### src/hw/rtl/ses_pkg.sv
// ses_pkg: shared types and character constants for the string escape stream.
// No dependencies; imported by ses_decode, ses_serial and string_escape_stream.
package ses_pkg;

   localparam logic [7:0] CHR_X     = 8'h78;  // 'x'
   localparam logic [7:0] CHR_B     = 8'h62;  // 'b'
   localparam logic [7:0] CHR_T     = 8'h74;  // 't'
   localparam logic [7:0] CHR_N     = 8'h6e;  // 'n'
   localparam logic [7:0] CHR_F     = 8'h66;  // 'f'
   localparam logic [7:0] CHR_R     = 8'h72;  // 'r'
   localparam logic [7:0] CHR_SQUOTE = 8'h27; // '\''
   localparam logic [7:0] CHR_DQUOTE = 8'h22; // '"'

   localparam logic [7:0] CTL_BS = 8'h08;
   localparam logic [7:0] CTL_HT = 8'h09;
   localparam logic [7:0] CTL_LF = 8'h0a;
   localparam logic [7:0] CTL_FF = 8'h0c;
   localparam logic [7:0] CTL_CR = 8'h0d;

   localparam logic [7:0] DELIM_RESET = 8'd34;
   localparam logic [7:0] ESC_RESET   = 8'd92;

   localparam int unsigned MAX_OUT = 4;

   typedef enum logic [0:0] {
      CSR_DELIMITER = 1'b0,
      CSR_ESCAPE    = 1'b1
   } csr_index_type;

   // one decoded source byte: up to four output bytes
   typedef struct packed {
      logic [MAX_OUT-1:0][7:0] bytes;
      logic [2:0]              count;     // 0 .. MAX_OUT
      logic                    str_last;
      logic                    pend_next;
   } dec_type;

endpackage

### src/hw/rtl/ses_decode.sv
// ses_decode: turns one source byte plus the pending flag into its escaped bytes.
// Depends on ses_pkg.
module ses_decode
   import ses_pkg::*;
(
   input  logic [7:0] src_byte,
   input  logic       src_last,
   input  logic       pending,
   input  logic [7:0] delimiter,
   input  logic [7:0] escape_byte,
   output dec_type    dec
);

   logic [1:0]      pre_cnt;
   logic [1:0]      body_cnt;
   logic [1:0][7:0] body;
   logic            pend_set;
   logic [1:0]      j;

   always_comb begin
      // held escape from the previous byte comes out first, doubled unless 'x'
      if (pending) begin
         pre_cnt = (src_byte != CHR_X) ? 2'd2 : 2'd1;
      end else begin
         pre_cnt = 2'd0;
      end

      body     = {8'h00, src_byte};
      body_cnt = 2'd1;
      pend_set = 1'b0;
      case (src_byte)
         CTL_BS: begin body = {CHR_B, escape_byte}; body_cnt = 2'd2; end
         CTL_HT: begin body = {CHR_T, escape_byte}; body_cnt = 2'd2; end
         CTL_LF: begin body = {CHR_N, escape_byte}; body_cnt = 2'd2; end
         CTL_FF: begin body = {CHR_F, escape_byte}; body_cnt = 2'd2; end
         CTL_CR: begin body = {CHR_R, escape_byte}; body_cnt = 2'd2; end
         CHR_SQUOTE, CHR_DQUOTE: begin
            if (delimiter == src_byte || delimiter == 8'h00) begin
               body     = {src_byte, escape_byte};
               body_cnt = 2'd2;
            end
         end
         default: begin
            if (src_byte == escape_byte) begin
               if (src_last) begin
                  body = {escape_byte, escape_byte};
                  body_cnt = 2'd2;
               end else begin
                  body_cnt = 2'd0;
                  pend_set = 1'b1;
               end
            end
         end
      endcase
   end

   always_comb begin
      dec.count     = {1'b0, pre_cnt} + {1'b0, body_cnt};
      dec.str_last  = src_last;
      dec.pend_next = pend_set;
      for (int i = 0; i < MAX_OUT; i++) begin
         j = 2'(i) - pre_cnt;
         if (2'(i) < pre_cnt && i < 2) begin
            dec.bytes[i] = escape_byte;
         end else begin
            dec.bytes[i] = body[j[0]];
         end
      end
   end

endmodule

### src/hw/rtl/ses_serial.sv
// ses_serial: result slot holding one decoded item, drained one byte per transfer.
// Depends on ses_pkg.
module ses_serial
   import ses_pkg::*;
(
   input  logic       clock,
   input  logic       reset,
   input  logic       load,
   input  dec_type    dec,
   output logic       free,
   output logic       rsp_tvalid,
   input  logic       rsp_tready,
   output logic [7:0] rsp_tdata,
   output logic       rsp_tuser,
   output logic       rsp_tlast
);

   logic [MAX_OUT-1:0][7:0] bytes_ff;
   logic [2:0]              cnt_ff, cnt_in;
   logic [1:0]              idx_ff, idx_in;
   logic                    last_ff;
   logic                    final_byte;
   logic                    take;

   assign final_byte = ({1'b0, idx_ff} + 3'd1) == cnt_ff;
   assign take       = rsp_tvalid && rsp_tready;
   assign free       = (cnt_ff == 3'd0) || (take && final_byte);

   assign rsp_tvalid = cnt_ff != 3'd0;
   assign rsp_tdata  = bytes_ff[idx_ff];
   assign rsp_tuser  = final_byte;
   assign rsp_tlast  = final_byte && last_ff;

   always_comb begin
      cnt_in = cnt_ff;
      idx_in = idx_ff;
      if (load) begin
         cnt_in = dec.count;
         idx_in = 2'd0;
      end else if (take) begin
         if (final_byte) begin
            cnt_in = 3'd0;
         end else begin
            idx_in = idx_ff + 2'd1;
         end
      end
   end

   always_ff @(posedge clock) begin
      if (reset) begin
         cnt_ff <= 3'd0;
         idx_ff <= 2'd0;
      end else begin
         cnt_ff <= cnt_in;
         idx_ff <= idx_in;
      end
   end

   always_ff @(posedge clock) begin
      if (load) begin
         bytes_ff <= dec.bytes;
         last_ff  <= dec.str_last;
      end
   end

endmodule

### src/hw/rtl/string_escape_stream.sv
// string_escape_stream: top level; input register, escape decode, result slot.
// Depends on ses_pkg, ses_decode and ses_serial.
//
//   channel  direction  signals                       content
//   req      in         req_tvalid/tready/tdata/tlast  source byte, end of string
//   rsp      out        rsp_tvalid/tready/tdata/tuser/tlast  escaped byte, ends
//   csr      in         csr_we/csr_addr/csr_wdata     delimiter, escape byte
//
// A source byte giving k output bytes holds the result slot until all k are
// taken; plain bytes stream at one per cycle while rsp_tready is high, escapes
// limit rate to the port. A byte passes the input register, then the result
// slot. Reset clears the pending escape, the valids and the registers
// to 34 and 92. A stalled rsp holds its byte and backs up into req_tready.
module string_escape_stream
   import ses_pkg::*;
(
   input  logic       clock,
   input  logic       reset,
   input  logic       req_tvalid,
   output logic       req_tready,
   input  logic [7:0] req_tdata,   // [7:0] in_byte
   input  logic       req_tlast,   // in_last
   output logic       rsp_tvalid,
   input  logic       rsp_tready,
   output logic [7:0] rsp_tdata,   // [7:0] out_byte
   output logic       rsp_tuser,   // [0] out_run_end
   output logic       rsp_tlast,   // out_string_end
   input  logic       csr_we,
   input  logic       csr_addr,
   input  logic [7:0] csr_wdata
);

   logic       in_vld_ff;
   logic [7:0] in_byte_ff;
   logic       in_last_ff;
   logic       pend_ff;
   logic [7:0] delim_ff;
   logic [7:0] esc_ff;
   logic       slot_free;
   logic       load;
   dec_type    dec;

   assign load       = in_vld_ff && slot_free;
   assign req_tready = !in_vld_ff || slot_free;

   always_ff @(posedge clock) begin
      if (reset) begin
         in_vld_ff <= 1'b0;
         pend_ff   <= 1'b0;
         delim_ff  <= DELIM_RESET;
         esc_ff    <= ESC_RESET;
      end else begin
         if (req_tready) begin
            in_vld_ff <= req_tvalid;
         end
         if (load) begin
            pend_ff <= dec.pend_next;
         end
         if (csr_we) begin
            case (csr_index_type'(csr_addr))
               CSR_DELIMITER: delim_ff <= csr_wdata;
               CSR_ESCAPE:    esc_ff   <= csr_wdata;
               default: ;
            endcase
         end
      end
   end

   always_ff @(posedge clock) begin
      if (req_tvalid && req_tready) begin
         in_byte_ff <= req_tdata;
         in_last_ff <= req_tlast;
      end
   end

   ses_decode u_decode (
      .src_byte    (in_byte_ff),
      .src_last    (in_last_ff),
      .pending     (pend_ff),
      .delimiter   (delim_ff),
      .escape_byte (esc_ff),
      .dec         (dec)
   );

   ses_serial u_serial (
      .clock      (clock),
      .reset      (reset),
      .load       (load),
      .dec        (dec),
      .free       (slot_free),
      .rsp_tvalid (rsp_tvalid),
      .rsp_tready (rsp_tready),
      .rsp_tdata  (rsp_tdata),
      .rsp_tuser  (rsp_tuser),
      .rsp_tlast  (rsp_tlast)
   );

endmodule

### config.mk
export PLATFORM = sky130hd
export DESIGN_NAME = string_escape_stream
export DESIGN_NICKNAME = d
export VERILOG_FILES = /design/src/hw/rtl/ses_pkg.sv /design/src/hw/rtl/ses_decode.sv /design/src/hw/rtl/ses_serial.sv /design/src/hw/rtl/string_escape_stream.sv
export SDC_FILE = /design/constraint.sdc
export NUM_CORES = 1
export LEC_CHECK = 0
export BUFFER_PORTS_ARGS = -buffer_cell sky130_fd_sc_hd__buf_2
export CAP_MARGIN = 20
export CORE_MARGIN = 3
export CORE_UTILIZATION = 45
export CTS_CLUSTER_DIAMETER = 40
export DETAILED_ROUTE_END_ITERATION = 8
export MAX_ROUTING_LAYER = met4
export PLACE_DENSITY_LB_ADDON = 0.2
export SLEW_MARGIN = 5
export SYNTH_ARGS = -nofsm -noshare
export SYNTH_HDL_FRONTEND = slang
export SYNTH_SLANG_ARGS = --single-unit
### constraint.sdc
create_clock -name clock -period 8.2 [get_ports clock]
set_clock_uncertainty 0.15 [all_clocks]
set_input_delay 1.64 -clock clock [delete_from_list [all_inputs] [get_ports clock]]
set_output_delay 1.64 -clock clock [all_outputs]
set_load 0.02 [all_outputs]
==> results.yml, run 1 <==
synthesis:
  syn_avg_cell_area_um2: 10.82
  synth_top_cell_area_share_pct: 38.11
  synth_cells: 306
  synth_area_um2: 3309
  synth_edf_count: 42
  ys_seq_area_share_pct: 52.02
  synth_top_cell_by_area: "edfxtp_1"
  ys_seq_elements: 65
  synth_fp_nets: 332
  yosys_most_used_dff: "edfxtp_1"
  yosysUniqueCellTypes: 51
  async_flop_share_pct: 0
  ys_warn_count: 0
  synth.area.top_cells: "edfxtp_1, dfxtp_1, mux4_2"
pwr:
  internal-power_mw: 0.5379
  p_leak_nw: 1.450
  power_density_nw_per_um2: 190.9
  seqPwrFrac_pct: 54.4
  switching_share_pct: 23.97
  p_sw_mw: 0.1696
  irDropWorstVdd_v: 0.0001117
  clkPwrFrac_pct: 35.2
  p_comb_share_pct: 10.4
floorplanning:
  coreArea_um2: 6944
  pin_count: 35
  die_w_um: 91.76
  dieArea_um2: 8419
  dieHeight_um: 91.76
  initial_core_util_pct: 47.66
  rows: 30
global_routing:
  grt_util_all_layers_pct: 17.80
  grt_pass1_vias: 2228
  grt.overflow.total: 0
  grt_start_max_net_pins: 31
  antenna_found_initial: 0
  grt_pass1_wl_um: 11310
sta:
  relSlewSlack_pct: 30.52
  post-route-period-util_pct: 50.70
  clock.fmax_mhz: 240.5
  setup_viol: 0
  hold_viol: 0
  setup_tns_ns: 0
  min_period_ns: 4.158
  rsz0062_at_grt: "no"
  slew_violations: 0
  worst_slew_pin_slew_ns: 1.037
detailed_routing:
  ant_nets: 0
  routed_wl_um: 6709
  drtPass1Iterations: 4
  drt_iter0_markers: 163
  viasPerCell: 5.455
  vias: 2362
  drc: 0
  wire_per_inst_um: 15.49
worst_setup_path:
  required_ns: 6.41
  crit_fanout: 11
  critPathSlowestCell: "dfxtp_1"
  reg2reg_from: "in_byte_ff[7]"
  r2r_slack_ns: 5.09
  crit_type: "reg2out"
  cp-endpoint: "req_tready"
  cpPeakStageDelay_ns: 0.75
  arrival_ns: 2.37
  cp-start-kind: "flop"
  rr_endpoint: "u_serial.cnt_ff[1]"
  crit_path_cell_trace: "ha_1, xor2_1, nor3_2, nand2_1, nand3_1, buf_2"
  cp-end-kind: "output port"
  worstRegToRegCells: 9
  crit_start: "u_serial.idx_ff[0]"
clock_network:
  ctsHoldBuffers: 0
  root_buffer: "clkbuf_8"
  clk_pin_slew_ns: 0.07
  postCtsSetupBuffers: 0
  cts_sinks: 65
  htreeDepth: 3
  numCtsBuffers: 9
  clock_latency_ns: 0.34
  clk_path_buf_depth: 2
  cts_tree: "done"
  ctsResizeCount: 0
outcome:
  outcome: "finished, final reports clean"
placed_design:
  portBuffers: 34
  place.gp.congestion: 0.8459
  dp.cells: 417
  dp_hpwl_um: 4871
finish:
  utilization_pct: 53.37
  fill_cells: 653
  final_common_cell: "nand2_1"
  n_antenna_cell: 0
  area_growth_syn_to_layout_pct: 11.98
  drive_above_1_share_pct: 19.58
  nets: 358
  final_cell_mix: "nand2_1, edfxtp_1, buf_2"
  finalNonFillerCells: 433
min_path:
  min_from: "delim_ff[4]"
  hp-class: "reg2reg"
job:
  drv_cap: 0
[cells by family after synthesis]
family / share of synthesized area [%]
AOI/OAI and AO/OA: 13.16
xor gates and xnor gates: 5.558
adders and majority gates: 1.361
buffers and inverters: 4.159
DFF: 52.02
muxes: 7.448
and+or+nand+nor: 16.29
[worst min path at each step]
| stage | endpoint | cells past startpoint |
|---|---|---|
| after floorplan | u_serial.last_ff | 0 |
| after global placement | delim_ff[4] | 2 |
| after detailed placement | u_serial.last_ff | 0 |
| after CTS | delim_ff[6] | 2 |
| after global routing | delim_ff[6] | 2 |
| final | delim_ff[4] | 2 |
[synth_stat cells, types with 2 or more instances]
master	count
o22ai_1	3
nor2b_1	2
dfxtp_1	23
a21oi_1	22
or2_1	2
clkbuf_1	10
o21a_1	2
buf_4	5
inv_1	10
nor4_2	2
a31oi_1	2
nor4_1	4
nand2_1	43
nand3_1	9
o31ai_1	3
nand2b_1	4
xor2_1	19
mux4_2	8
a22o_1	3
nand3b_1	3
o21ai_0	5
nor3_1	6
o211ai_1	3
ha_1	2
mux2i_1	4
and3_1	6
a211o_1	4
o2bb2ai_1	3
buf_2	5
edfxtp_1	42
or4_1	3
a22oi_1	6
a21o_1	2
nor2_1	17
and2_1	2
xnor2_1	2
[state kept, by name, summed over array words and instances, names as in the netlist]
signal / flops
u_serial.cnt_ff: 3
pend_ff: 1
u_serial.last_ff: 1
in_byte_ff: 8
u_serial.idx_ff: 2
esc_ff: 8
u_serial.bytes_ff: 32
delim_ff: 8
in_vld_ff: 1
in_last_ff: 1
[layout make-up]
class | count | area, um^2 | share of cell area [%]
Clock buffer | 12 | 135.1 | 3.646
Multi-Input combinational cell | 211 | 1458 | 39.33
Sequential cell | 65 | 1722 | 46.46
Clock inverter | 4 | 43.79 | 1.182
Timing Repair Buffer | 35 | 190.2 | 5.132
Tap cell | 96 | 120.1 | 3.241
Inverter | 10 | 37.54 | 1.013
[routing by layer]
| layer | share of wire [%] | GRT usage [%] | routed length, um |
|---|---|---|---|
| met4 | 1.4 | 5.941 | 95 |
| met2 | 45 | 25.75 | 3037 |
| met1 | 49 | 24.60 | 3280 |
| met5 | 0 | - | 0 |
| met3 | 4.4 | 4.430 | 295 |
[power by group through the flow]
stage | registers [mW] | clock network (mW) | logic, mW
CTS | 0.385 | 0.256 | 0.0740
global placement | 0.392 | 0 | 0.0709
finish | 0.385 | 0.249 | 0.0734
detailed placement | 0.392 | 0 | 0.0738
global route | 0.387 | 0.275 | 0.0820
floorplan | 0.381 | 0 | 0.0602
[worst max-delay path, delay by kind of cell, from the launching register on]
family	cells	cell delay, ns
buf+inv	1	0.18
flops	1	0.75
xor+xnor	1	0.15
simple gates	3	0.59
fa+ha+maj	1	0.36
[stage by stage]
| step | setup WS [ns] | area (um^2) | power, mW | hold WS, ns |
|---|---|---|---|---|
| CTS | 3.968 | 3706 | 0.7152 | 0.3369 |
| global route | 3.744 | 3706 | 0.7447 | 0.3600 |
| finish | 4.042 | 3706 | 0.7074 | 0.3336 |
| floorplan | 4.404 | 3309 | 0.4416 | 0.2919 |
| detailed placement | 4.155 | 3527 | 0.4660 | 0.3244 |
| global placement | 4.173 | 3507 | 0.4628 | 0.3250 |
No activity file was read; power rests on OpenSTA's default activity.
==> run 2, diff against run 1 <==
==> constraint.sdc (replaced) <==
create_clock -name clock -period 3.5 [get_ports clock]
set_clock_uncertainty 0.15 [all_clocks]
set_input_delay 0.7 -clock clock [delete_from_list [all_inputs] [get_ports clock]]
set_output_delay 0.7 -clock clock [all_outputs]
set_load 0.02 [all_outputs]
==> run 2 against run 1 <==
Compared with the run above:
- cell area grew 0.68%
- non-clock buffer count is 5 higher
- hold slack worse by 0.0029 ns
- sequential cell count unchanged
- worst setup slack got worse by 3.5 ns
- critical endpoint unchanged
- global-route usage is 0.27 points higher
- clock-buffer cell count is 1 lower
- core utilization rose by 0.36 points
- largest cell class unchanged
- cell count up 1.2%
- combinational power is 140% higher
- critical path type unchanged
==> results.yml, run 2 (synthesis results as in run 1) <==
finish:
  largest_register: "u_serial.bytes_ff"
  final_cell_mix: "nand2_1, edfxtp_1, buf_2"
  largest_reg_flops: 32
  drive_above_1_share_pct: 20.76
  n_antenna_cell: 0
  nets: 363
  finalNonFillerCells: 438
  final_common_cell: "nand2_1"
  area_growth_syn_to_layout_pct: 12.74
clock_network:
  clock_latency_ns: 0.33
  root_buffer: "clkbuf_8"
  cts_sinks: 65
  clk_pin_slew_ns: 0.07
  htreeDepth: 3
  ctsResizeCount: 0
  clk_path_buf_depth: 2
  cts_tree: "done"
  ctsHoldBuffers: 0
  numCtsBuffers: 9
  postCtsSetupBuffers: 0
detailed_routing:
  drtPass1Iterations: 5
  drc: 0
  routed_wl_um: 6995
  drt_iter0_markers: 184
  viasPerCell: 5.553
  wire_per_inst_um: 15.97
  ant_nets: 0
  vias: 2432
sta:
  post-route-period-util_pct: 83.92
  min_period_ns: 2.937
  relSlewSlack_pct: 66.21
  setup_tns_ns: 0
  rsz0062_at_grt: "no"
  slew_violations: 0
  setup_viol: 0
  clock.fmax_mhz: 340.4
  worst_slew_pin_slew_ns: 0.5030
  hold_viol: 0
worst_setup_path:
  critPathSlowestCell: "dfxtp_1"
  arrival_ns: 2.09
  cp-end-kind: "output port"
  cp-start-kind: "flop"
  cp_top_family: "simple AND/OR/NAND/NOR gates"
  r2r_slack_ns: 0.57
  crit_fanout: 11
  path_buf_inv: 2
  required_ns: 2.65
  cpPeakStageDelay_ns: 0.31
  crit_type: "reg2out"
  crit_path_cell_trace: "buf_4, ha_1, xor2_1, nor3_2, nand2_1, nand3_1, buf_2"
floorplanning:
  pin_count: 35
  dieArea_um2: 8419
  coreArea_um2: 6944
  die_w_um: 91.76
  initial_core_util_pct: 47.66
  rows: 30
  dieHeight_um: 91.76
placed_design:
  dp.cells: 422
  place.gp.congestion: 0.9117
  portBuffers: 34
  dp_hpwl_um: 5093
global_routing:
  grt_util_all_layers_pct: 18.06
  grt_start_max_net_pins: 41
  grt.overflow.total: 0
  grt_pass1_vias: 2267
  grt_pass1_wl_um: 11520
  antenna_found_initial: 0
pwr:
  switching_share_pct: 24.10
  seqPwrFrac_pct: 54.3
  irDropWorstVdd_v: 0.0002747
  p_sw_mw: 0.3993
  p_leak_nw: 1.474
  p_comb_share_pct: 10.7
  clkPwrFrac_pct: 35.1
  power_density_nw_per_um2: 444.0
  internal-power_mw: 1.257
outcome:
  outcome: "finished, final reports clean"
job:
  drv_cap: 0
min_path:
  hp-class: "reg2reg"
[run 2: path summary, 6_finish.rpt]
kind                       from            endpoint  depth (start not counted)
max          u_serial.idx_ff[0]          req_tready                          7
min                 delim_ff[3]         delim_ff[3]                          2
max reg2reg       in_byte_ff[0]  u_serial.cnt_ff[1]                          9
min reg2reg         delim_ff[3]         delim_ff[3]                          2
[run 2: worst min-delay path, stage by stage (launching register included)]
cell	delay (ns)
dfxtp_1	0.33
nand2_1	0.06
a21oi_1	0.05
[run 2: per-stage QoR]
step	area, um^2	hold WS (ns)	total power, mW	worst slack, ns	util (%)
final	3731	0.3307	1.657	0.5626	53.73
after global routing	3731	0.3593	1.724	0.3670	53.73
after CTS	3731	0.3349	1.668	0.5229	53.73
after detailed placement	3552	0.3268	1.093	0.6473	51.15
after global placement	3552	0.3197	1.090	0.6824	51.15
after floorplan	3309	0.2919	1.035	0.4893	-
[run 2: layer usage]
layer  GRT usage [%]  share of wire [%]  up-vias
met3           2.789                4.8       14
li1                -                  -     1183
met4           8.540                2.3        0
met5               -                  0        -
met1           24.59                 48     1144
met2           26.60                 45       91
[run 2: cell type report]
cell class / instances / area (um^2)
clock buffer: 11 / 131.4
clock inverter: 5 / 47.55
fill: 640 / 3213
inverter: 10 / 37.54
multi-input combinational: 211 / 1458
sequential: 65 / 1722
tap: 96 / 120.1
timing repair buffer: 40 / 215.2
[run 2: power by group through the flow]
stage / Clock, mW / Combinational, mW / Sequential (mW)
6_report: 0.581 / 0.177 / 0.899
5_1_grt: 0.623 / 0.196 / 0.904
4_1_cts: 0.591 / 0.178 / 0.899
3_5_place_dp: 0 / 0.177 / 0.916
3_3_place_gp: 0 / 0.176 / 0.914
2_1_floorplan: 0 / 0.141 / 0.893
